$ cat config.mk
export PLATFORM = sky130hd
export DESIGN_NAME = mmrc_ram
export DESIGN_NICKNAME = d
export VERILOG_FILES = /design/src/rtl/core/memory_map_range_carver_defines.svh /design/src/rtl/core/mmrc_ram.sv
export SDC_FILE = /design/constraint.sdc
export NUM_CORES = 2
export LEC_CHECK = 0
export ABC_CLOCK_PERIOD_IN_PS = 6000
export BUFFER_PORTS_ARGS = -buffer_cell sky130_fd_sc_hd__buf_2
export CORE_MARGIN = 2
export CORE_UTILIZATION = 45
export DETAILED_ROUTE_END_ITERATION = 8
export PLACE_DENSITY = 0.73
export SKIP_CTS_REPAIR_TIMING = 1
export SLEW_MARGIN = 20
export SYNTH_ARGS = -nofsm -noshare
export SYNTH_HDL_FRONTEND = slang
export SYNTH_SLANG_ARGS = --single-unit
$ cat constraint.sdc
create_clock -name clk -period 6 [get_ports clk]
set_input_delay 0.6 -clock clk [delete_from_list [all_inputs] [get_ports clk]]
set_output_delay 0.6 -clock clk [all_outputs]
set_load 0.005 [all_outputs]
$ cat src/rtl/core/memory_map_range_carver_defines.svh
// Assertion helpers for the range carver. Clock clk, reset arst_n.
`ifndef MEMORY_MAP_RANGE_CARVER_DEFINES_SVH
`define MEMORY_MAP_RANGE_CARVER_DEFINES_SVH

// Implication checked on every edge outside reset.
`define MMRC_ASSERT_IMP(lbl, ante, cons) \
	lbl: assert property (@(posedge clk) disable iff (!arst_n) (ante) |-> (cons)) \
		else $error("range carver check failed");

// Condition that must hold on every edge outside reset.
`define MMRC_ASSERT_ALWAYS(lbl, cond) \
	lbl: assert property (@(posedge clk) disable iff (!arst_n) (cond)) \
		else $error("range carver invariant failed");

`endif

$ cat src/rtl/core/mmrc_ram.sv
`default_nettype none
module mmrc_ram #(
	parameter int W = 96,
	parameter int D = 32
) (
	input  wire logic                 clk,
	input  wire logic                 we,
	input  wire logic [$clog2(D)-1:0] waddr,
	input  wire logic [W-1:0]         wdata,
	input  wire logic                 re,
	input  wire logic [$clog2(D)-1:0] raddr,
	output logic      [W-1:0]         rdata
);
	logic [W-1:0] mem [D];

	always_ff @(posedge clk) begin
		if (we) begin
			mem[waddr] <= wdata;
		end
	end

	always_ff @(posedge clk) begin
		if (re) begin
			rdata <= mem[raddr];
		end
	end
endmodule
`default_nettype wire

======== Word-level counts from Yosys, hierarchy flattened ========
Memory sizes are Yosys's and may differ from the RTL's. A register that Yosys moved wholly into a read port is not among the register bits.
Cells that the tools add are included.
word-level totals
  register bits after elaboration ......... 0
  RAM bits ................................ 3072
  input port bits ......................... 109
  output and inout bits ................... 96
  memories kept ........................... 1
operators by class
  multiplexer cells ....................... 2
memories
  name  words  bits a word  rd ports  clocked after Yosys merged registers in  wr ports  line            text
  mem   32     96           1         1                                        1         mmrc_ram.sv:14  logic [W-1:0] mem [D];
operators with widths
  kind              number
  2-to-1 mux 1 bit  2

======== Logic depth before layout (Yosys ltp) ========
  depth in word-level cells ............... 2
  depth in mapped cells ................... 9
  gate-level depth less buffers ........... 4

======== Worst setup path after synthesis ========
Ideal clock, no wire load.
  kind .................................... input port to flip-flop
  from .................................... in waddr[1]
  to ...................................... mem mem[12][0], enable pin
  arrival ................................. 5259 ps
  slack ................................... 190 ps
  stages .................................. 3
  cell sequence ........................... or3b_2 clkbuf_1 nor2_1
RTL lines
  item                line            text
  start: declaration  mmrc_ram.sv:8   input wire logic [$clog2(D)-1:0] waddr,
  end: declaration    mmrc_ram.sv:14
No word-level cell before the write port.

==> metrics.txt <==
outcome=complete, no violations; time the worst path needs with I/O delays and setup=2.73 ns; setup ws final=3.27 ns; leading area contributor after synthesis=edfxtp_1; Yosys cell types=29; htree depth=5; final hold vios=0; Final #Nets=6043; P&R area growth vs syn=13.0%; Final Slew Violations=0; startpoint types=input pin; CP Cell Sequence=buf_8 > buf_12 > buf_4 > mux2i_1 > a22oi_1 > nand3_1 > nand4_1; Crit. End Element=flop; Clock Tree Buf Depth=4; routed vias/inst=6.20; Final ANT Viol Nets=0; routability cong.=0.753; Final HPWL DP=148 mm; Worst-Skew Late Latency=0.96 ns; initial antenna violation count=55; Syn Area/Cell=21.3 um^2; Site Rows=189; slowest CP cell=buf_4; Clk pin slew, worst setup/hold paths=0.07 ns; count of max-cap constraint violations=0; die area=0.270 mm^2; CTS tree=yes; Die W=519 um; FF+latch count, synth=3168; Synth warnings=0; Hold Path End=rdata[89]; clock root buffer=clkbuf_16; Max VDD drop=0.337 mV; first-pass GRT wire length=428 mm; core box area=0.265 mm^2; RSZ-0062 raised after global routing=no; fraction of layout cells with a size suffix above 1=19.1%; Post-Syn Area=0.120 mm^2; WHS Path Cells=1; grt total ovfl=0; final setup vio count=0; Worst Max-Slew Pin Slew=1.14 ns; Worst slew margin=23.9%; # port buffers=204; Post-synth EDFFs=3168; largest net degree at the start of global routing=123; Hold WC Path Type=input pin to flop; fmax=366 MHz; CP startpoint=raddr[0]; post-route setup TNS=0 ns; ys flop type=edfxtp_1; Tcrit/Tclk final=45.6%; Post-Route Utilization=51.0%; DRT iter0 DRCs=9188; DRT Wirelength=304 mm; worst hold start=re; number of global-route vias before repair=59400; LEAKAGE=0.0437 uW; CP required=6.66 ns; post-route DRC violation count=0; Mapped Cells=5604; sequential area share after synthesis=79.6%; pwr dens=337 mW/mm^2; GRT Overall Usage=22.1%; Avg WL per Cell=31.3 um; terminus of the critical flop-to-flop path=rdata[69]; Num CTS Buffers=313; WP data arrival=3.40 ns; R2R Setup Slk=4.28 ns; top-count cell post-synth=edfxtp_1; die height=519 um; CP peak stage delay=0.70 ns; Pre-antenna DRT Iters=6; R2R Path Start=mem[11][69]; pre-CTS setup slack=2.32 ns; Sinks on Clock Net=3168; Worst Skew=0.0477 ns; Post-synth top cells=edfxtp_1, mux2i_1, a22oi_1; worst-path fanout max=119; DR vias=60200; top cells by area, synth=edfxtp_1, mux4_2, mux2i_1, a22oi_1, nand3_1; Synth Net Count=5713; area share of the largest cell type after synthesis=79.6%; Initial Utilization=45.2%; R2R cell count=4; IO Pins=205; CP Class=input pin to flop; WHS=0.0954 ns; ys async rst share=0%
report_power, final:
part | total, uW | switching, uW | internal [uW] | leakage (uW)
logic | 2030 | 1320 | 707 | 0.0104
clock network | 18700 | 7920 | 10800 | 0.00466
registers | 24800 | 145 | 24700 | 0.0286
total | 45600 | 9390 | 36200 | 0.0437
state kept, by name, indices dropped and copies added, names as in the netlist:
signal	flops
rdata	96
mem	3072
routing by layer:
metal  global-route usage (%)  vias up  share of wire (%)
met5                        0        -              0.073
met4                     6.92       34                3.1
met3                     5.74      631                 12
met2                     34.6     3846                 47
met1                     30.4    31400                 38
li1                         -    24300                  -
worst max-delay path by stage:
| stage | endpoint | slack [ns] | cells past startpoint |
|---|---|---|---|
| 6_report | rdata[70] | 3.27 | 7 |
| 5_1_grt | rdata[90] | 3.05 | 7 |
| 4_1_cts | rdata[70] | 3.28 | 7 |
| 3_5_place_dp | rdata[1] | 2.32 | 7 |
| 3_3_place_gp | rdata[49] | 2.36 | 7 |
| 2_1_floorplan | mem[12][0] | 0.19 | 3 |
placed cells by master, fill, tap and decap left out, types with 68 or more instances in the layout:
| cell | count |
|---|---|
| edfxtp_1 | 3168 |
| mux2i_1 | 768 |
| a22oi_1 | 511 |
| mux4_2 | 384 |
| clkbuf_16 | 321 |
| buf_2 | 199 |
| nand3_1 | 194 |
| buf_4 | 79 |
| clkbuf_1 | 73 |
| clkinv_1 | 68 |
through the flow:
step           cell area (um^2)  std cells  total power, uW
2_1_floorplan            120000       5604            26400
3_3_place_gp             125000       9149            27300
3_5_place_dp             125000       9152            27300
4_1_cts                  135000       9691            45800
5_1_grt                  135000       9696            46700
6_report                 135000       9710            45600
logic make-up after synthesis:
logic type	synth area share [%]
flops	79.6
mux	13.7
compound gates	3.92
simple gates	1.46
buf+inv	1.35
area by class of cell:
cell class                      count  area (um^2)
Fill cell                       20100       130000
Clock buffer                      394         8310
Antenna cell                       19         47.5
Clock inverter                    145         1280
Multi-Input combinational cell   2117        23200
Sequential cell                  3168        95100
Tap cell                         3533         4420
Inverter                            1         3.75
Timing Repair Buffer              333         2680
worst max-delay path: cells and delay by family:
family,cells,cell delay [ns]
AOI/OAI and AO/OA,1,0.12
muxes,1,0.29
buffers and inverters,3,1.91
and+or+nand+nor,2,0.22
Note: power is estimated with default switching activity, not from simulation.
