$ cat src/rtl/core/memory_map_range_carver_defines.svh
// Assertion helpers for the range carver. Clock clk, reset arst_n.
`ifndef MEMORY_MAP_RANGE_CARVER_DEFINES_SVH
`define MEMORY_MAP_RANGE_CARVER_DEFINES_SVH

// Implication checked on every edge outside reset.
`define MMRC_ASSERT_IMP(lbl, ante, cons) \
	lbl: assert property (@(posedge clk) disable iff (!arst_n) (ante) |-> (cons)) \
		else $error("range carver check failed");

// Condition that must hold on every edge outside reset.
`define MMRC_ASSERT_ALWAYS(lbl, cond) \
	lbl: assert property (@(posedge clk) disable iff (!arst_n) (cond)) \
		else $error("range carver invariant failed");

`endif

$ cat src/rtl/core/mmrc_pkg.sv
`default_nettype none
package mmrc_pkg;
	localparam int FIELD_W       = 48;
	localparam int MAP_DEPTH_DEF = 32;
	localparam int RSV_DEPTH_DEF = 32;
	localparam int ADDR_BITS_DEF = 48;
	localparam int RESULT_CAP    = 32;
	localparam logic [FIELD_W-1:0] NVS_RESET     = 48'h0007_fd67_000;
	localparam logic [FIELD_W-1:0] RECLAIM_RESET = 48'h0007_fd6f_000;

	typedef enum logic [1:0] {
		MODE_CLEAR   = 2'd0,
		MODE_RESERVE = 2'd1,
		MODE_RAM     = 2'd2,
		MODE_EMIT    = 2'd3
	} mode_e;

	typedef enum logic [1:0] {
		ET_MEMORY   = 2'd0,
		ET_RESERVED = 2'd1,
		ET_RECLAIM  = 2'd2,
		ET_NVS      = 2'd3
	} etype_e;

	typedef enum logic [1:0] {
		REG_NVS     = 2'd0,
		REG_RECLAIM = 2'd1
	} reg_e;

	typedef struct packed {
		logic [1:0]         mode;
		logic [FIELD_W-1:0] range_start;
		logic [FIELD_W-1:0] range_end;
	} in_item_t;

	typedef struct packed {
		logic [FIELD_W-1:0] entry_base;
		logic [FIELD_W-1:0] entry_length;
		logic [1:0]         entry_type;
		logic               last_entry;
	} out_item_t;

	// half-open range [lo, hi)
	typedef struct packed {
		logic [FIELD_W-1:0] lo;
		logic [FIELD_W-1:0] hi;
	} range_t;

	// sequencer -> emitter
	typedef struct packed {
		logic       start;
		logic       clr_map;
		logic       push;
		logic       flush;
		range_t     rng;
		logic [1:0] etype;
	} emit_ctl_t;
endpackage
`default_nettype wire

$ cat src/rtl/core/mmrc_emit.sv
`default_nettype none
module mmrc_emit
	import mmrc_pkg::*;
#(
	parameter int MAP_DEPTH = MAP_DEPTH_DEF
) (
	input  wire logic      clk,
	input  wire logic      arst_n,
	input  wire emit_ctl_t ctl,
	output logic           hold,
	output logic           out_valid,
	input  wire logic      out_ready,
	output out_item_t      out_item
);
	localparam int MUW = $clog2(MAP_DEPTH + 1);
	localparam int CW  = $clog2(RESULT_CAP + 1);

	logic [MUW-1:0] map_used_q;
	logic [CW-1:0]  cnt_q;
	logic           pend_v_q;
	range_t         pend_q;
	logic [1:0]     pend_type_q;
	logic           eligible, need, out_free;

	// one entry held back so the last one can be flagged
	assign eligible = ctl.push && (ctl.rng.lo < ctl.rng.hi)
		&& (map_used_q < MUW'(MAP_DEPTH)) && (cnt_q < CW'(RESULT_CAP));
	assign need     = pend_v_q && (eligible || ctl.flush);
	assign out_free = !out_valid || out_ready;
	assign hold     = need && !out_free;

	always_ff @(posedge clk or negedge arst_n) begin
		if (!arst_n) begin
			map_used_q <= '0;
			cnt_q      <= '0;
			pend_v_q   <= 1'b0;
			out_valid  <= 1'b0;
		end else begin
			if (ctl.clr_map) map_used_q <= '0;
			if (ctl.start)   cnt_q      <= '0;
			if (!hold) begin
				if (need) begin
					out_valid <= 1'b1;
				end else if (out_ready) begin
					out_valid <= 1'b0;
				end
				if (eligible) begin
					pend_v_q   <= 1'b1;
					map_used_q <= map_used_q + MUW'(1);
					cnt_q      <= cnt_q + CW'(1);
				end else if (ctl.flush) begin
					pend_v_q <= 1'b0;
				end
			end
		end
	end

	always_ff @(posedge clk) begin
		if (!hold && need) begin
			out_item.entry_base   <= pend_q.lo;
			out_item.entry_length <= pend_q.hi - pend_q.lo;
			out_item.entry_type   <= pend_type_q;
			out_item.last_entry   <= ctl.flush;
		end
		if (!hold && eligible) begin
			pend_q      <= ctl.rng;
			pend_type_q <= ctl.etype;
		end
	end
endmodule
`default_nettype wire

$ cat config.mk
export PLATFORM = sky130hd
export DESIGN_NAME = mmrc_emit
export DESIGN_NICKNAME = d
export VERILOG_FILES = /design/src/rtl/core/memory_map_range_carver_defines.svh /design/src/rtl/core/mmrc_pkg.sv /design/src/rtl/core/mmrc_emit.sv
export SDC_FILE = /design/constraint.sdc
export NUM_CORES = 1
export LEC_CHECK = 0
export BUFFER_PORTS_ARGS = -buffer_cell sky130_fd_sc_hd__buf_2
export CELL_PAD_IN_SITES_DETAIL_PLACEMENT = 1
export CELL_PAD_IN_SITES_GLOBAL_PLACEMENT = 2
export CORE_ASPECT_RATIO = 1.1
export CORE_MARGIN = 2
export CORE_UTILIZATION = 25
export DETAILED_ROUTE_END_ITERATION = 8
export GPL_TIMING_DRIVEN = 0
export PLACE_DENSITY = 0.6
export SLEW_MARGIN = 20
export SYNTH_ARGS = -nofsm -noshare
export SYNTH_HDL_FRONTEND = slang
export SYNTH_SLANG_ARGS = --single-unit
$ cat constraint.sdc
create_clock -name clk -period 8 [get_ports clk]
set_input_delay 0.8 -clock clk [delete_from_list [all_inputs] [get_ports clk]]
set_output_delay 0.8 -clock clk [all_outputs]
set_load 0.05 [all_outputs]
; ---- Yosys cells after proc, flatten, opt, wreduce, memory -nomap -nowiden
; Cells that the tools add are included.
[word_totals]
register_bits = 211
input_bits = 105
output_inout_bits = 101
[classes]
add_sub_neg = 3
n_lt_le_gt_ge = 3
mux = 10
n_bitwise = 1
n_reduce_logical = 16
[ops]
columns = operator, n
row1 = $lt A48 B48 Y1, 1
row2 = $sub A48 B48 Y48, 1
row3 = $mux W6, 6
row4 = $add A6 B1 Y6 const B, 2
row5 = $lt A6 B6 Y1 const B, 2
row6 = $logic_and A1 B1 Y1, 7
row7 = $mux W1, 4
row8 = $reduce_and A2 Y1, 2
row9 = $reduce_bool A2 Y1, 2
row10 = $logic_not A1 Y1, 3
row11 = $logic_or A1 B1 Y1, 2
row12 = $not A1 Y1, 1

; ---- Depth between registers and ports, before layout
; Gate-level depths: netlist of the first run.
[logic_depth]
ltp_word = 9
ltp_mapped = 13
depth_no_buf = 12

; ---- Worst setup path before layout of the first run
; Ideal clock, no wire load.
[synth_timing]
path_kind = input port to flip-flop
from = in ctl[43] in the netlist's numbering
to = reg out_item[0] in the netlist's numbering (enable)
setup_time_ns = 0.557
arrival_ns = 6.505
path_slack_ns = 0.938
stages = 10
n_path_buf = 0
path_cell_list = inv_1 -> ha_1 -> a21o_1 -> a21o_1 -> a2111oi_2 -> o21ai_1 -> nand2b_1 -> a21oi_1 -> o31ai_1 -> nor2_1
[synth_between]
elab_chain_len = 9
[synth_lines]
columns = item, line
row1 = from (decl), mmrc_emit.sv:9  ; input wire emit_ctl_t ctl,
row2 = $lt A48 B48 Y1 (*), mmrc_emit.sv:26  ; assign eligible = ctl.push && (ctl.rng.lo < ctl.rng.hi)
row3 = $logic_and A1 B1 Y1 (*), mmrc_emit.sv:26
row4 = $logic_and A1 B1 Y1 (*) (2 in a row), mmrc_emit.sv:27  ; && (map_used_q < MUW'(MAP_DEPTH)) && (cnt_q < CW'(RESULT_CAP));
row5 = $logic_or A1 B1 Y1 (*), mmrc_emit.sv:28  ; assign need = pend_v_q && (eligible || ctl.flush);
row6 = $logic_and A1 B1 Y1 (*), mmrc_emit.sv:28
row7 = $logic_and A1 B1 Y1, mmrc_emit.sv:30  ; assign hold = need && !out_free;
row8 = $logic_not A1 Y1, mmrc_emit.sv:59  ; if (!hold && need) begin
row9 = $logic_and A1 B1 Y1 (*), mmrc_emit.sv:59
row10 = to (decl), mmrc_emit.sv:13  ; output out_item_t out_item
; Mark *: on every way between the ends. The rest lies on a longest branch, timed or not.
; A chain may end at the register's enable or synchronous reset.

; ---- Final worst setup path of the first run
[layout_timing]
from = in ctl[32] in the netlist's numbering
to = out hold
[layout_between]
elab_chain_len = 7
[layout_lines]
columns = item, line
row1 = $lt A48 B48 Y1, mmrc_emit.sv:26
row2 = $logic_and A1 B1 Y1, mmrc_emit.sv:26
row3 = $logic_and A1 B1 Y1 (2 in a row), mmrc_emit.sv:27
row4 = $logic_or A1 B1 Y1, mmrc_emit.sv:28
row5 = $logic_and A1 B1 Y1, mmrc_emit.sv:28
row6 = $logic_and A1 B1 Y1, mmrc_emit.sv:30
row7 = to (decl), mmrc_emit.sv:10  ; output logic hold,
; No other way between the ends.

==> results of run 1 <==
==> where the power goes <==
group	switching [µW]	internal [µW]	total (µW)
clock network	469	645	1110
logic	904	400	1300
registers	68.8	1470	1540
==> cells in the final DEF (no fill, tap or decap), types with 5 or more instances in the layout <==
master and count:
sky130_fd_sc_hd__nand3_1 15, sky130_fd_sc_hd__buf_2 210, sky130_fd_sc_hd__nor3_1 5, sky130_fd_sc_hd__xor2_1 17
sky130_fd_sc_hd__clkinv_1 5, sky130_fd_sc_hd__nor2_1 32, sky130_fd_sc_hd__a211oi_1 10, sky130_fd_sc_hd__nor2b_1 12
sky130_fd_sc_hd__clkinv_2 5, sky130_fd_sc_hd__o21bai_1 5, sky130_fd_sc_hd__nand4_1 16, sky130_fd_sc_hd__a31oi_1 6
sky130_fd_sc_hd__nand2b_1 13, sky130_fd_sc_hd__a21o_1 40, sky130_fd_sc_hd__o21ai_1 19, sky130_fd_sc_hd__a21oi_1 62
sky130_fd_sc_hd__o21a_1 15, sky130_fd_sc_hd__ha_1 96, sky130_fd_sc_hd__nand2_1 52, sky130_fd_sc_hd__clkbuf_16 27
sky130_fd_sc_hd__inv_1 114, sky130_fd_sc_hd__and3_1 5, sky130_fd_sc_hd__xnor2_1 24, sky130_fd_sc_hd__o21ai_0 21
sky130_fd_sc_hd__o211ai_1 9, sky130_fd_sc_hd__edfxtp_1 197, sky130_fd_sc_hd__dfrtp_1 14, sky130_fd_sc_hd__mux2_2 5
sky130_fd_sc_hd__clkbuf_1 16
==> sequential cells by signal, indices dropped and copies added, names as in the netlist <==
name,cells
pend_q,96
map_used_q,6
cnt_q,6
pend_v_q,1
out_item,99
pend_type_q,2
out_valid,1
==> metrics by stage <==
| step | TNS, ps | instances | hold WS, ps |
|---|---|---|---|
| CTS | 0 | 1714 | 134.9 |
| global placement | -266100 | 1664 | 403.8 |
| floorplan | 0 | 885 | 400.3 |
| detailed placement | 0 | 1668 | 408.6 |
| global route | 0 | 1715 | 156.9 |
| finish | 0 | 1717 | 157.7 |
==> cells by family after synthesis <==
kind of cell / after synthesis / synth area share [%]
mux: 11 / 1.094
xor+xnor: 41 / 3.306
buf+inv: 131 / 4.758
flops: 211 / 57.70
simple gates: 167 / 7.638
compound gates: 227 / 14.26
fa+ha+maj: 97 / 11.24
==> critical path, stage by stage <==
cell	delay, ps
sky130_fd_sc_hd__buf_2	120
sky130_fd_sc_hd__inv_1	50
sky130_fd_sc_hd__ha_1	290
sky130_fd_sc_hd__nand3_1	100
sky130_fd_sc_hd__nor3_1	380
sky130_fd_sc_hd__nand2_1	180
sky130_fd_sc_hd__o31ai_2	620
sky130_fd_sc_hd__a21oi_1	170
sky130_fd_sc_hd__o31ai_1	570
sky130_fd_sc_hd__nor2_1	100
sky130_fd_sc_hd__buf_2	230
==> routing by layer <==
| metal | vias up | wire length (µm) |
|---|---|---|
| li1 | 3751 | - |
| met1 | 3655 | 14350 |
| met2 | 155 | 14340 |
| met3 | 48 | 1587 |
| met4 | 14 | 581 |
| met5 | - | 84 |
==> how the worst max path moves through the flow <==
stage	from	endpoint	slack [ps]	depth (start not counted)
4_1_cts	ctl[33]	hold	3470	11
3_3_place_gp	ctl[19]	out_item[2]	-2700	12
5_1_grt	ctl[7]	hold	3250	12
6_report	ctl[32]	hold	3580	11
3_5_place_dp	ctl[19]	map_used_q[5]	3460	14
2_1_floorplan	ctl[43]	out_item[0]	940	10
==> final cells by class <==
cell class	instances	area, µm²
Antenna cell	3	7.507
Buffer	17	91.34
Clock buffer	34	701.9
Clock inverter	12	81.33
Fill cell	4811	29640
Inverter	114	427.9
Multi-Input combinational cell	543	4090
Sequential cell	211	6266
Tap cell	574	718.2
Timing Repair Buffer	209	1121
==> summary.txt, run 1 <==
RUN STATUS
---------------------------------------------------------------------------------
Outcome                                                                 completed

CTS
---------------------------------------------------------------------------------
Clock slew seen by the registers of the worst setup and hold paths          60 ps
CTS HTree Levels                                                                1
TritonCTS Buffers                                                              27
Clk sinks                                                                     211
Post_cts resized                                                                0
Root Buffer Master                                                   sky130_fd_sc_hd__clkbuf_16
CTS Hold Bufs                                                                   0
Insertion delay of the later-clocked pin in the worst-skew pair            550 ps
Clock Tree Buf Depth                                                            3
Buffers inserted by post-CTS timing repair                                      0
CTS tree                                                                     done

PLACEMENT
---------------------------------------------------------------------------------
Number of buffer cells added on primary ports                                 205
Worst slack, placed                                                       3456 ps
Standard cell area after detailed placement                             12710 µm²
Estimated wirelength of the detail-placed design                         24270 µm
RePlAce Congestion                                                         0.7533

SYNTHESIS
---------------------------------------------------------------------------------
Syn. warnings                                                                   0
Post-synthesis cell type with the largest combined area              sky130_fd_sc_hd__edfxtp_1
Synth top area share                                                       54.47%
Top cells by count, synth                                            sky130_fd_sc_hd__edfxtp_1 (197), sky130_fd_sc_hd__inv_1 (114), sky130_fd_sc_hd__ha_1 (96)
Post-Syn Nets                                                                1087
Number of enable flip-flop cells after synthesis                              197
Primary FF master, synth                                             sky130_fd_sc_hd__edfxtp_1
Number of standard cells after synthesis                                      885
Number of synthesized register bits                                           211
Most frequent cell after synthesis                                   sky130_fd_sc_hd__edfxtp_1
Main area contributors after synthesis                               sky130_fd_sc_hd__edfxtp_1 (54%), sky130_fd_sc_hd__ha_1 (11%), sky130_fd_sc_hd__inv_1 (3.9%)
Syn_area_per_cell                                                       12.27 µm²
Share of the yosys chip area belonging to registers                        57.70%
Fraction of registers with async set/reset                                 6.635%
Post-synth cell types                                                          66
Combined area of all synthesized cells                                  10860 µm²

GLOBAL ROUTING
---------------------------------------------------------------------------------
Remaining Overflow, GRT                                                         0
Antenna violations before repair                                               10
Met3 usage in global routing                                               3.139%
Maximum number of pins on one net before global-route repair                  108
Met2 track utilization from global routing                                 22.39%
Total GRT Usage                                                            13.75%
GR peak layer                                                                met2
Global-route track usage on met1                                           18.38%
Vias in the first global route                                               7993
First-pass GRT wire length                                               47690 µm

STA
---------------------------------------------------------------------------------
RSZ-0062 raised after global routing                                           no
Max Transition Viols Final                                                      0
Final period util                                                          55.19%
Final hold violations                                                           0
Setup Skew                                                               14.80 ps
Final setup margin                                                        3585 ps
Tightest Pin Transition                                                  917.7 ps
Remaining max-slew budget at the tightest pin                              38.82%
Final period demand of the worst path                                     4415 ps
Maximum clock frequency                                                 226.5 MHz
Setup Viol. Count Final                                                         0

LAYOUT
---------------------------------------------------------------------------------
Fraction of layout instances using a drive strength above 1                23.68%
Post-layout nets                                                             1325
Final Util                                                                 31.31%
Area Overhead vs Synth                                                     24.36%
Post-route cell area                                                    13510 µm²

SETUP PATH
---------------------------------------------------------------------------------
Category of the worst setup path launch point                          input port
WP data required                                                          7200 ps
Maximum fanout count along the critical path                                    3
Worst setup slack for register-to-register paths                          4200 ps
Category of the most critical setup path                                in -> out
Data arrival time of the worst path                                       3620 ps
Logic depth of the worst register-to-register path                             11
Critical Path Sink Type                                                output pin
Capture instance of the worst register-to-register path              out_item[45]
Launch point of the worst reg-to-reg path                              pend_q[48]

POWER
---------------------------------------------------------------------------------
Static Leak                                                           0.005839 µW
Power density of the placed cells                                    293.2 nW/µm²
Final Total Pwr                                                           3960 µW
Worst ir drop on vdd                                                    0.1416 mV

ROUTE
---------------------------------------------------------------------------------
Wire length reported by the detailed router                              30940 µm
Average detailed-routed wire length per instance                         18.02 µm
Post-detailed-route DRC marker count                                            0
Total number of vias                                                         7623
Count of nets left with antenna violations after detail routing                 0
Detailed-routing iteration count for the pre-antenna-repair pass                6
Iteration-0 DRC Markers                                                       253
Detailed-route vias per instance                                            4.440

DIE
---------------------------------------------------------------------------------
Starting utilization of the core area                                      25.17%
Number of core rows                                                            80
Total core area                                                         43140 µm²
Area enclosed by the die boundary                                       45130 µm²
Width of the die                                                         202.7 µm
Top Ports                                                                     206
Die height                                                               222.6 µm

WORST HOLD PATH
---------------------------------------------------------------------------------
Class of the worst hold path                                          in -> async

RUN
---------------------------------------------------------------------------------
Count of max-cap constraint violations                                          0

Power figures use the tool's default switching activity.
==> run 2: changes to the inputs <==
==> constraint.sdc (replaced) <==
create_clock -name clk -period 4.25 [get_ports clk]
set_input_delay 0.425 -clock clk [delete_from_list [all_inputs] [get_ports clk]]
set_output_delay 0.425 -clock clk [all_outputs]
set_load 0.05 [all_outputs]
==> run 2 against run 1 <==
Worst setup slack got worse by 3100 ps. Critical endpoint unchanged. Core utilization rose by 0.23 points. Largest power group unchanged. Clock power rose by 110%. Hold slack got worse by 110 ps. Count of clock-buffer cells in the layout fell by 5. Critical path type unchanged. Final area rose by 0.73%.
==> summary.txt, run 2 (same netlist as run 1, synthesis figures left out) <==
RUN STATUS
-------------------------------------------------------------------------------------
Outcome                                                                     completed   unchanged

STA
-------------------------------------------------------------------------------------
Final period demand of the worst path                                         3716 ps
RSZ-0062 raised after global routing                                               no   unchanged
Setup Skew                                                                   11.72 ps   was 14.80 ps
Setup Viol. Count Final                                                             0   unchanged
Final hold violations                                                               0   unchanged
Max Transition Viols Final                                                          0   unchanged
Tightest Pin Transition                                                      934.8 ps   was 917.7 ps
Sum of negative setup slack                                                      0 ps   unchanged
Remaining max-slew budget at the tightest pin                                  37.68%   was 38.82%
Maximum clock frequency                                                     269.1 MHz
Final period util                                                              87.43%

CTS
-------------------------------------------------------------------------------------
Buffers inserted by post-CTS timing repair                                          0   unchanged
Post_cts resized                                                                    0   unchanged
Clock Tree Buf Depth                                                                3   unchanged
Clock slew seen by the registers of the worst setup and hold paths              60 ps   about the same
TritonCTS Buffers                                                                  27   unchanged
Clk sinks                                                                         211   unchanged
Root Buffer Master                                                       sky130_fd_sc_hd__clkbuf_16   unchanged
Insertion delay of the later-clocked pin in the worst-skew pair                550 ps   about the same
CTS tree                                                                         done   unchanged
CTS HTree Levels                                                                    1   unchanged

ROUTE
-------------------------------------------------------------------------------------
Wire length the detailed router placed on met1                               14500 µm   was 14350 µm
Detailed-routing iteration count for the pre-antenna-repair pass                    4   was 6
Iteration-0 DRC Markers                                                           247   was 253
Detail Route met3 WL                                                          1793 µm   was 1587 µm
Post-detailed-route DRC marker count                                                0   unchanged
Total number of vias                                                             7597   was 7623
Top Layer Used                                                                   met5   unchanged
Wire length reported by the detailed router                                  31260 µm   was 30940 µm
Average detailed-routed wire length per instance                             18.17 µm   was 18.02 µm
Routed wire length on met2                                                   14210 µm   was 14340 µm
Count of nets left with antenna violations after detail routing                     0   unchanged
Detailed-route vias per instance                                                4.417   was 4.440

GLOBAL ROUTING
-------------------------------------------------------------------------------------
Vias in the first global route                                                   8008   was 7993
First-pass GRT wire length                                                   47520 µm   was 47690 µm
Antenna violations before repair                                                   10   unchanged
Remaining Overflow, GRT                                                             0   unchanged
Maximum number of pins on one net before global-route repair                      108   unchanged
Total GRT Usage                                                                13.72%   was 13.75%

SETUP PATH
-------------------------------------------------------------------------------------
CP cell instances                                                        buf_2 -> inv_1 -> ha_1 -> nand3_1 -> nor3_1 -> nand2_1 -> o31ai_2 -> a21oi_1 -> o31ai_1 -> nor2_1 -> buf_2   unchanged
Category of the worst setup path launch point                              input port   unchanged
Logic depth of the worst register-to-register path                                 11   unchanged
WP data required                                                              3830 ps   was 7200 ps
Data arrival time of the worst path                                           3290 ps   was 3620 ps
Category of the most critical setup path                                    in -> out   unchanged
Critical Path Sink Type                                                    output pin   unchanged
Maximum fanout count along the critical path                                        3   unchanged
CP peak stage delay                                                            700 ps   was 620 ps
Slowest-stage cell, CP                                                   sky130_fd_sc_hd__o31ai_2   unchanged
Most repeated library cell on the critical path                          sky130_fd_sc_hd__buf_2   unchanged

PLACEMENT
-------------------------------------------------------------------------------------
Number of buffer cells added on primary ports                                     205   unchanged
Estimated wirelength of the detail-placed design                             24340 µm   was 24270 µm
RePlAce Congestion                                                             0.7581   was 0.7533

DIE
-------------------------------------------------------------------------------------
Total core area                                                             43140 µm²   unchanged
Starting utilization of the core area                                          25.17%   unchanged
Die height                                                                   222.6 µm   unchanged
Area enclosed by the die boundary                                           45130 µm²   unchanged
Top Ports                                                                         206   unchanged
Width of the die                                                             202.7 µm   unchanged
Number of core rows                                                                80   unchanged

LAYOUT
-------------------------------------------------------------------------------------
Registers with the highest flip-flop counts                              out_item: 99 flops, pend_q: 96 flops   unchanged
Area Overhead vs Synth                                                         25.26%   was 24.36%
Area of combinational cells with multiple inputs                             4090 µm²   unchanged
Final Util                                                                     31.53%   was 31.31%
Max FFs per register                                                               99   unchanged
Fraction of layout instances using a drive strength above 1                    24.41%   was 23.68%
Register area                                                                6266 µm²   unchanged
Post-layout nets                                                                 1326   was 1325
Register with the highest flop count                                         out_item   unchanged
Fill cell instance count of the final layout                                     4785   was 4811
Commonest cells after routing, fill and taps aside                       sky130_fd_sc_hd__buf_2 (210), sky130_fd_sc_hd__edfxtp_1 (197), sky130_fd_sc_hd__inv_1 (114)   unchanged
Most frequent standard cell in the layout excluding fill and tap cells   sky130_fd_sc_hd__buf_2   unchanged

RUN
-------------------------------------------------------------------------------------
Count of max-cap constraint violations                                              0   unchanged

WORST HOLD PATH
-------------------------------------------------------------------------------------
Class of the worst hold path                                                in -> reg   was in -> async
Cell count of the worst hold path                                                   1

POWER
-------------------------------------------------------------------------------------
Worst ir drop on vdd                                                        0.2721 mV   was 0.1416 mV
Static Leak                                                               0.005883 µW   was 0.005839 µW
Power density of the placed cells                                        562.7 nW/µm²   was 293.2 nW/µm²

## run 2: cell types whose count changed in the layout (fill, tap and decap cells not counted), sizes merged
cell	before	now
dlygate4sd3	0	1
bufinv	1	3
clkinvlp	1	3
clkinv	10	13
clkbuf	44	39
## run 2: timing repair
| action | CTS | global route |
|---|---|---|
| endpoints found under the setup margin | 0 | 0 |
| hold buffers | 1 | 0 |
| hold endpoints to repair | 14 | 0 |
## run 2: metrics by stage
stage / hold WS (ps) / std cells / cell area (µm²) / setup WS, ps / power (µW)
final: 50.77 / 1720 / 13600 / 534.4 / 7655
after global placement: 357.9 / 1664 / 12610 / -1449 / 5408
after global routing: 21.22 / 1718 / 13600 / 245.0 / 8090
after CTS: 10.02 / 1717 / 13590 / 435.9 / 7816
after floorplan: 129.4 / 885 / 10870 / 317.8 / 4709
after detailed placement: 362.6 / 1668 / 12710 / 144.2 / 5457
## run 2: worst paths after layout
kind / start / endpoint / slack [ps]
max in group asynchronous: arst_n / cnt_q[1] / 3690
min in group asynchronous: arst_n / pend_v_q / 300
max reg2reg: pend_q[48] / out_item[45] / 600
min: ctl[0] / pend_type_q[0] / 50
max: ctl[33] / hold / 530
min reg2reg: pend_type_q[1] / out_item[2] / 420
## run 2: where the power goes
part	internal [µW]	switching, µW
Sequential	2770	128
Clock	1340	949
Combinational	754	1710
Total	4870	2790
## run 2: final cells by class
class                   count  area share (%)
diodes                      3         0.05518
plain buffers              17          0.6714
clock buffers              29           5.022
clock inverters            19           1.389
inverters                 114           3.145
multi-input cells         543           30.07
flip-flops and latches    211           46.06
well taps                 574           5.279
repair buffers            210           8.314
## run 2: per-layer routing
layer,vias to the layer above,track usage (%)
li1,3738,-
met1,3639,18.12
met2,151,22.09
met3,55,3.549
met4,14,4.026
met5,-,0
## run 2: critical path, delay by kind of cell
kind	cells	cell delay [ps]
compound gates	3	1410
simple gates	4	750
fa+ha+maj	1	290
buf+inv	3	400
==> run 3: changes to the inputs <==
--- a/config.mk
+++ b/config.mk
@@ -6,14 +6,12 @@
 export NUM_CORES = 1
 export LEC_CHECK = 0
 export BUFFER_PORTS_ARGS = -buffer_cell sky130_fd_sc_hd__buf_2
-export CELL_PAD_IN_SITES_DETAIL_PLACEMENT = 1
-export CELL_PAD_IN_SITES_GLOBAL_PLACEMENT = 2
 export CORE_ASPECT_RATIO = 1.1
 export CORE_MARGIN = 2
 export CORE_UTILIZATION = 25
 export DETAILED_ROUTE_END_ITERATION = 8
 export GPL_TIMING_DRIVEN = 0
-export PLACE_DENSITY = 0.6
+export PLACE_DENSITY = 0.44
 export SLEW_MARGIN = 20
 export SYNTH_ARGS = -nofsm -noshare
 export SYNTH_HDL_FRONTEND = slang
==> run 3 against run 2 <==
Worst setup slack improved by 58 ps. Final cell count fell by 0.23%. Critical path depth did not move. Highest routed layer unchanged. Core utilization fell by 0.17 points. Sequential share of layout area rose by 0.24 points. Global-route usage fell by 0.85 points. Non-clock buffer count rose by 1. Register-to-register slack barely moved. Count of clock-buffer cells in the layout fell by 2.
==> summary.txt, run 3 (same netlist as run 1, synthesis figures left out) <==
RUN STATUS
-------------------------------------------------------------------------------------
Outcome                                                                     completed   unchanged

LAYOUT
-------------------------------------------------------------------------------------
Most frequent standard cell in the layout excluding fill and tap cells   sky130_fd_sc_hd__buf_2   unchanged
Antenna fix cells                                                                   0   was 3
Area Overhead vs Synth                                                         24.61%   was 25.26%
Final Util                                                                     31.37%   was 31.53%
Registers with the highest flip-flop counts                              out_item: 99 flops, pend_q: 96 flops   unchanged
Register with the highest flop count                                         out_item   unchanged
Post-route non-filler standard cell count                                        1716   was 1720
Post-layout nets                                                                 1325   was 1326
Max FFs per register                                                               99   unchanged
Fill cell instance count of the final layout                                     4401   was 4785
Commonest cells after routing, fill and taps aside                       sky130_fd_sc_hd__buf_2 (210), sky130_fd_sc_hd__edfxtp_1 (197), sky130_fd_sc_hd__inv_1 (114)   unchanged
Fraction of layout instances using a drive strength above 1                    23.99%   was 24.41%

CTS
-------------------------------------------------------------------------------------
Root Buffer Master                                                       sky130_fd_sc_hd__clkbuf_16   unchanged
Clk sinks                                                                         211   unchanged
Clock slew seen by the registers of the worst setup and hold paths              60 ps   about the same
Clock Tree Buf Depth                                                                3   unchanged
Post_cts resized                                                                    0   unchanged
CTS tree                                                                         done   unchanged
CTS HTree Levels                                                                    1   unchanged
Insertion delay of the later-clocked pin in the worst-skew pair                540 ps   was 550 ps
TritonCTS Buffers                                                                  25   was 27

DIE
-------------------------------------------------------------------------------------
Width of the die                                                             202.7 µm   unchanged
Area enclosed by the die boundary                                           45130 µm²   unchanged
Die height                                                                   222.6 µm   unchanged
Number of core rows                                                                80   unchanged
Top Ports                                                                         206   unchanged
Starting utilization of the core area                                          25.17%   unchanged
Total core area                                                             43140 µm²   unchanged

SETUP PATH
-------------------------------------------------------------------------------------
Category of the most critical setup path                                   reg -> reg   was in -> out
CP peak stage delay                                                            410 ps   was 700 ps
Slowest-stage cell, CP                                                   sky130_fd_sc_hd__fa_1   was sky130_fd_sc_hd__o31ai_2
CP cell instances                                                        ha_1 -> fa_1 -> and2b_1 -> o2111ai_1 -> a21oi_1 -> o21a_1 -> nand4_1 -> a211oi_2 -> o21a_1 -> a211oi_1 -> a311oi_1   was buf_2 -> inv_1 -> ha_1 -> nand3_1 -> nor3_1 -> nand2_1 -> o31ai_2 -> a21oi_1 -> o31ai_1 -> nor2_1 -> buf_2
Category of the worst setup path launch point                                    flop   was input port
Logic depth of the worst register-to-register path                                 11   unchanged
Data arrival time of the worst path                                           3990 ps   was 3290 ps
Critical Path Sink Type                                                          flop   was output pin
WP data required                                                              4580 ps   was 3830 ps
Maximum fanout count along the critical path                                        4   was 3
Most repeated library cell on the critical path                          sky130_fd_sc_hd__o21a_1   was sky130_fd_sc_hd__buf_2

STA
-------------------------------------------------------------------------------------
Sum of negative setup slack                                                      0 ps   unchanged
Maximum clock frequency                                                     273.4 MHz   was 269.1 MHz
Tightest Pin Transition                                                      939.2 ps   was 934.8 ps
Worst hold slack                                                             65.30 ps   was 50.77 ps
Final period util                                                              86.06%   was 87.43%
Final period demand of the worst path                                         3658 ps   was 3716 ps
RSZ-0062 raised after global routing                                               no   unchanged
Remaining max-slew budget at the tightest pin                                  37.39%   was 37.68%
Max Transition Viols Final                                                          0   unchanged
Final hold violations                                                               0   unchanged
Setup Viol. Count Final                                                             0   unchanged
Setup Skew                                                                   15.63 ps   was 11.72 ps

ROUTE
-------------------------------------------------------------------------------------
Wire length reported by the detailed router                                  29450 µm   was 31260 µm
Count of nets left with antenna violations after detail routing                     0   unchanged
Detailed-route vias per instance                                                4.399   was 4.417
Average detailed-routed wire length per instance                             17.16 µm   was 18.17 µm
Post-detailed-route DRC marker count                                                0   unchanged
Detailed-routing iteration count for the pre-antenna-repair pass                    4   unchanged
Total number of vias                                                             7549   was 7597
Iteration-0 DRC Markers                                                           292   was 247

WORST HOLD PATH
-------------------------------------------------------------------------------------
Cell count of the worst hold path                                                   1   unchanged
Class of the worst hold path                                                in -> reg   unchanged

GLOBAL ROUTING
-------------------------------------------------------------------------------------
First-pass GRT wire length                                                   44730 µm   was 47520 µm
Antenna violations before repair                                                    1   was 10
Vias in the first global route                                                   7537   was 8008
Remaining Overflow, GRT                                                             0   unchanged
Maximum number of pins on one net before global-route repair                      108   unchanged
Total GRT Usage                                                                12.87%   was 13.72%

PLACEMENT
-------------------------------------------------------------------------------------
Number of buffer cells added on primary ports                                     205   unchanged
RePlAce Congestion                                                             0.7973   was 0.7581
Estimated wirelength of the detail-placed design                             23020 µm   was 24340 µm
Number of cells in the design after placement                                    1669   was 1668

POWER
-------------------------------------------------------------------------------------
Worst ir drop on vdd                                                        0.2880 mV   was 0.2721 mV
Power density of the placed cells                                        550.4 nW/µm²   was 562.7 nW/µm²
Internal portion of total power                                               4727 µW   was 4869 µW
Switching power summed over all nets                                          2721 µW   was 2786 µW
Switching portion of total power                                               36.53%   was 36.40%
Static Leak                                                               0.005848 µW   was 0.005883 µW
Combinational Power Share                                                       33.1%   was 32.2%
Register share of total power                                                   38.8%   was 37.9%
Proportion of power drawn by the clock network                                  28.0%   was 30.0%
Final Total Pwr                                                               7448 µW   was 7655 µW

RUN
-------------------------------------------------------------------------------------
Count of max-cap constraint violations                                              0   unchanged

-- run 3: changes by cell type in the layout (fill, tap and decap cells not counted), sizes merged --
cell / change
inv: +1
bufinv: -1
buf: +1
clkbuf: -2
diode: -3
-- run 3: area by class of cell --
cell class | count | area (µm²) | share of cell area [%]
multi-input cells | 543 | 4090 | 30.22
well taps | 574 | 718.2 | 5.307
flip-flops and latches | 211 | 6266 | 46.30
plain buffers | 17 | 91.34 | 0.6749
clock inverters | 19 | 155.1 | 1.146
repair buffers | 211 | 1151 | 8.506
inverters | 114 | 427.9 | 3.162
clock buffers | 27 | 633.1 | 4.678
-- run 3: what timing repair did --
action	4_1_cts	5_1_grt
setup buffers	0	0
endpoints found under the setup margin	0	0
hold buffers	1	0
endpoints found under the hold margin	14	0
-- run 3: worst paths after layout --
path                                      from             to  slack, ps
worst max-delay path                pend_q[48]   out_item[45]        590
worst min-delay path                   ctl[50]     pend_q[48]         70
worst max register to register      pend_q[48]   out_item[45]        590
worst min register to register  pend_type_q[0]    out_item[1]        420
max in group asynchronous               arst_n       cnt_q[5]       3680
min in group asynchronous               arst_n  map_used_q[5]        310
-- run 3: worst max-delay path, delay by kind of cell (launching register included) --
family / cells / cell delay [ps]
flops: 1 / 380
simple gates: 2 / 500
compound gates: 7 / 1910
fa+ha+maj: 2 / 630
-- run 3: power by group through the flow --
stage | Combinational (µW) | Clock (µW) | Sequential, µW
after floorplan | 1160 | 0 | 3550
after global placement | 2450 | 0 | 2950
after detailed placement | 2500 | 0 | 2940
after CTS | 2510 | 2170 | 2900
after global routing | 2700 | 2230 | 2930
final | 2470 | 2090 | 2890
-- run 3: metal layers --
layer	GRT usage (%)	vias to the layer above	wire length, µm
met5	0	-	13
met4	3.626	2	566
met3	2.303	39	1513
met2	20.68	192	13430
met1	17.75	3580	13930
li1	-	3736	-
-- run 3: per-stage QoR --
stage,setup slack [ps],cell area (µm²)
after global routing,304.8,13530
final,592.3,13530
after CTS,542.8,13530
after global placement,-1469,12610
after detailed placement,178.7,12730
after floorplan,317.8,10870
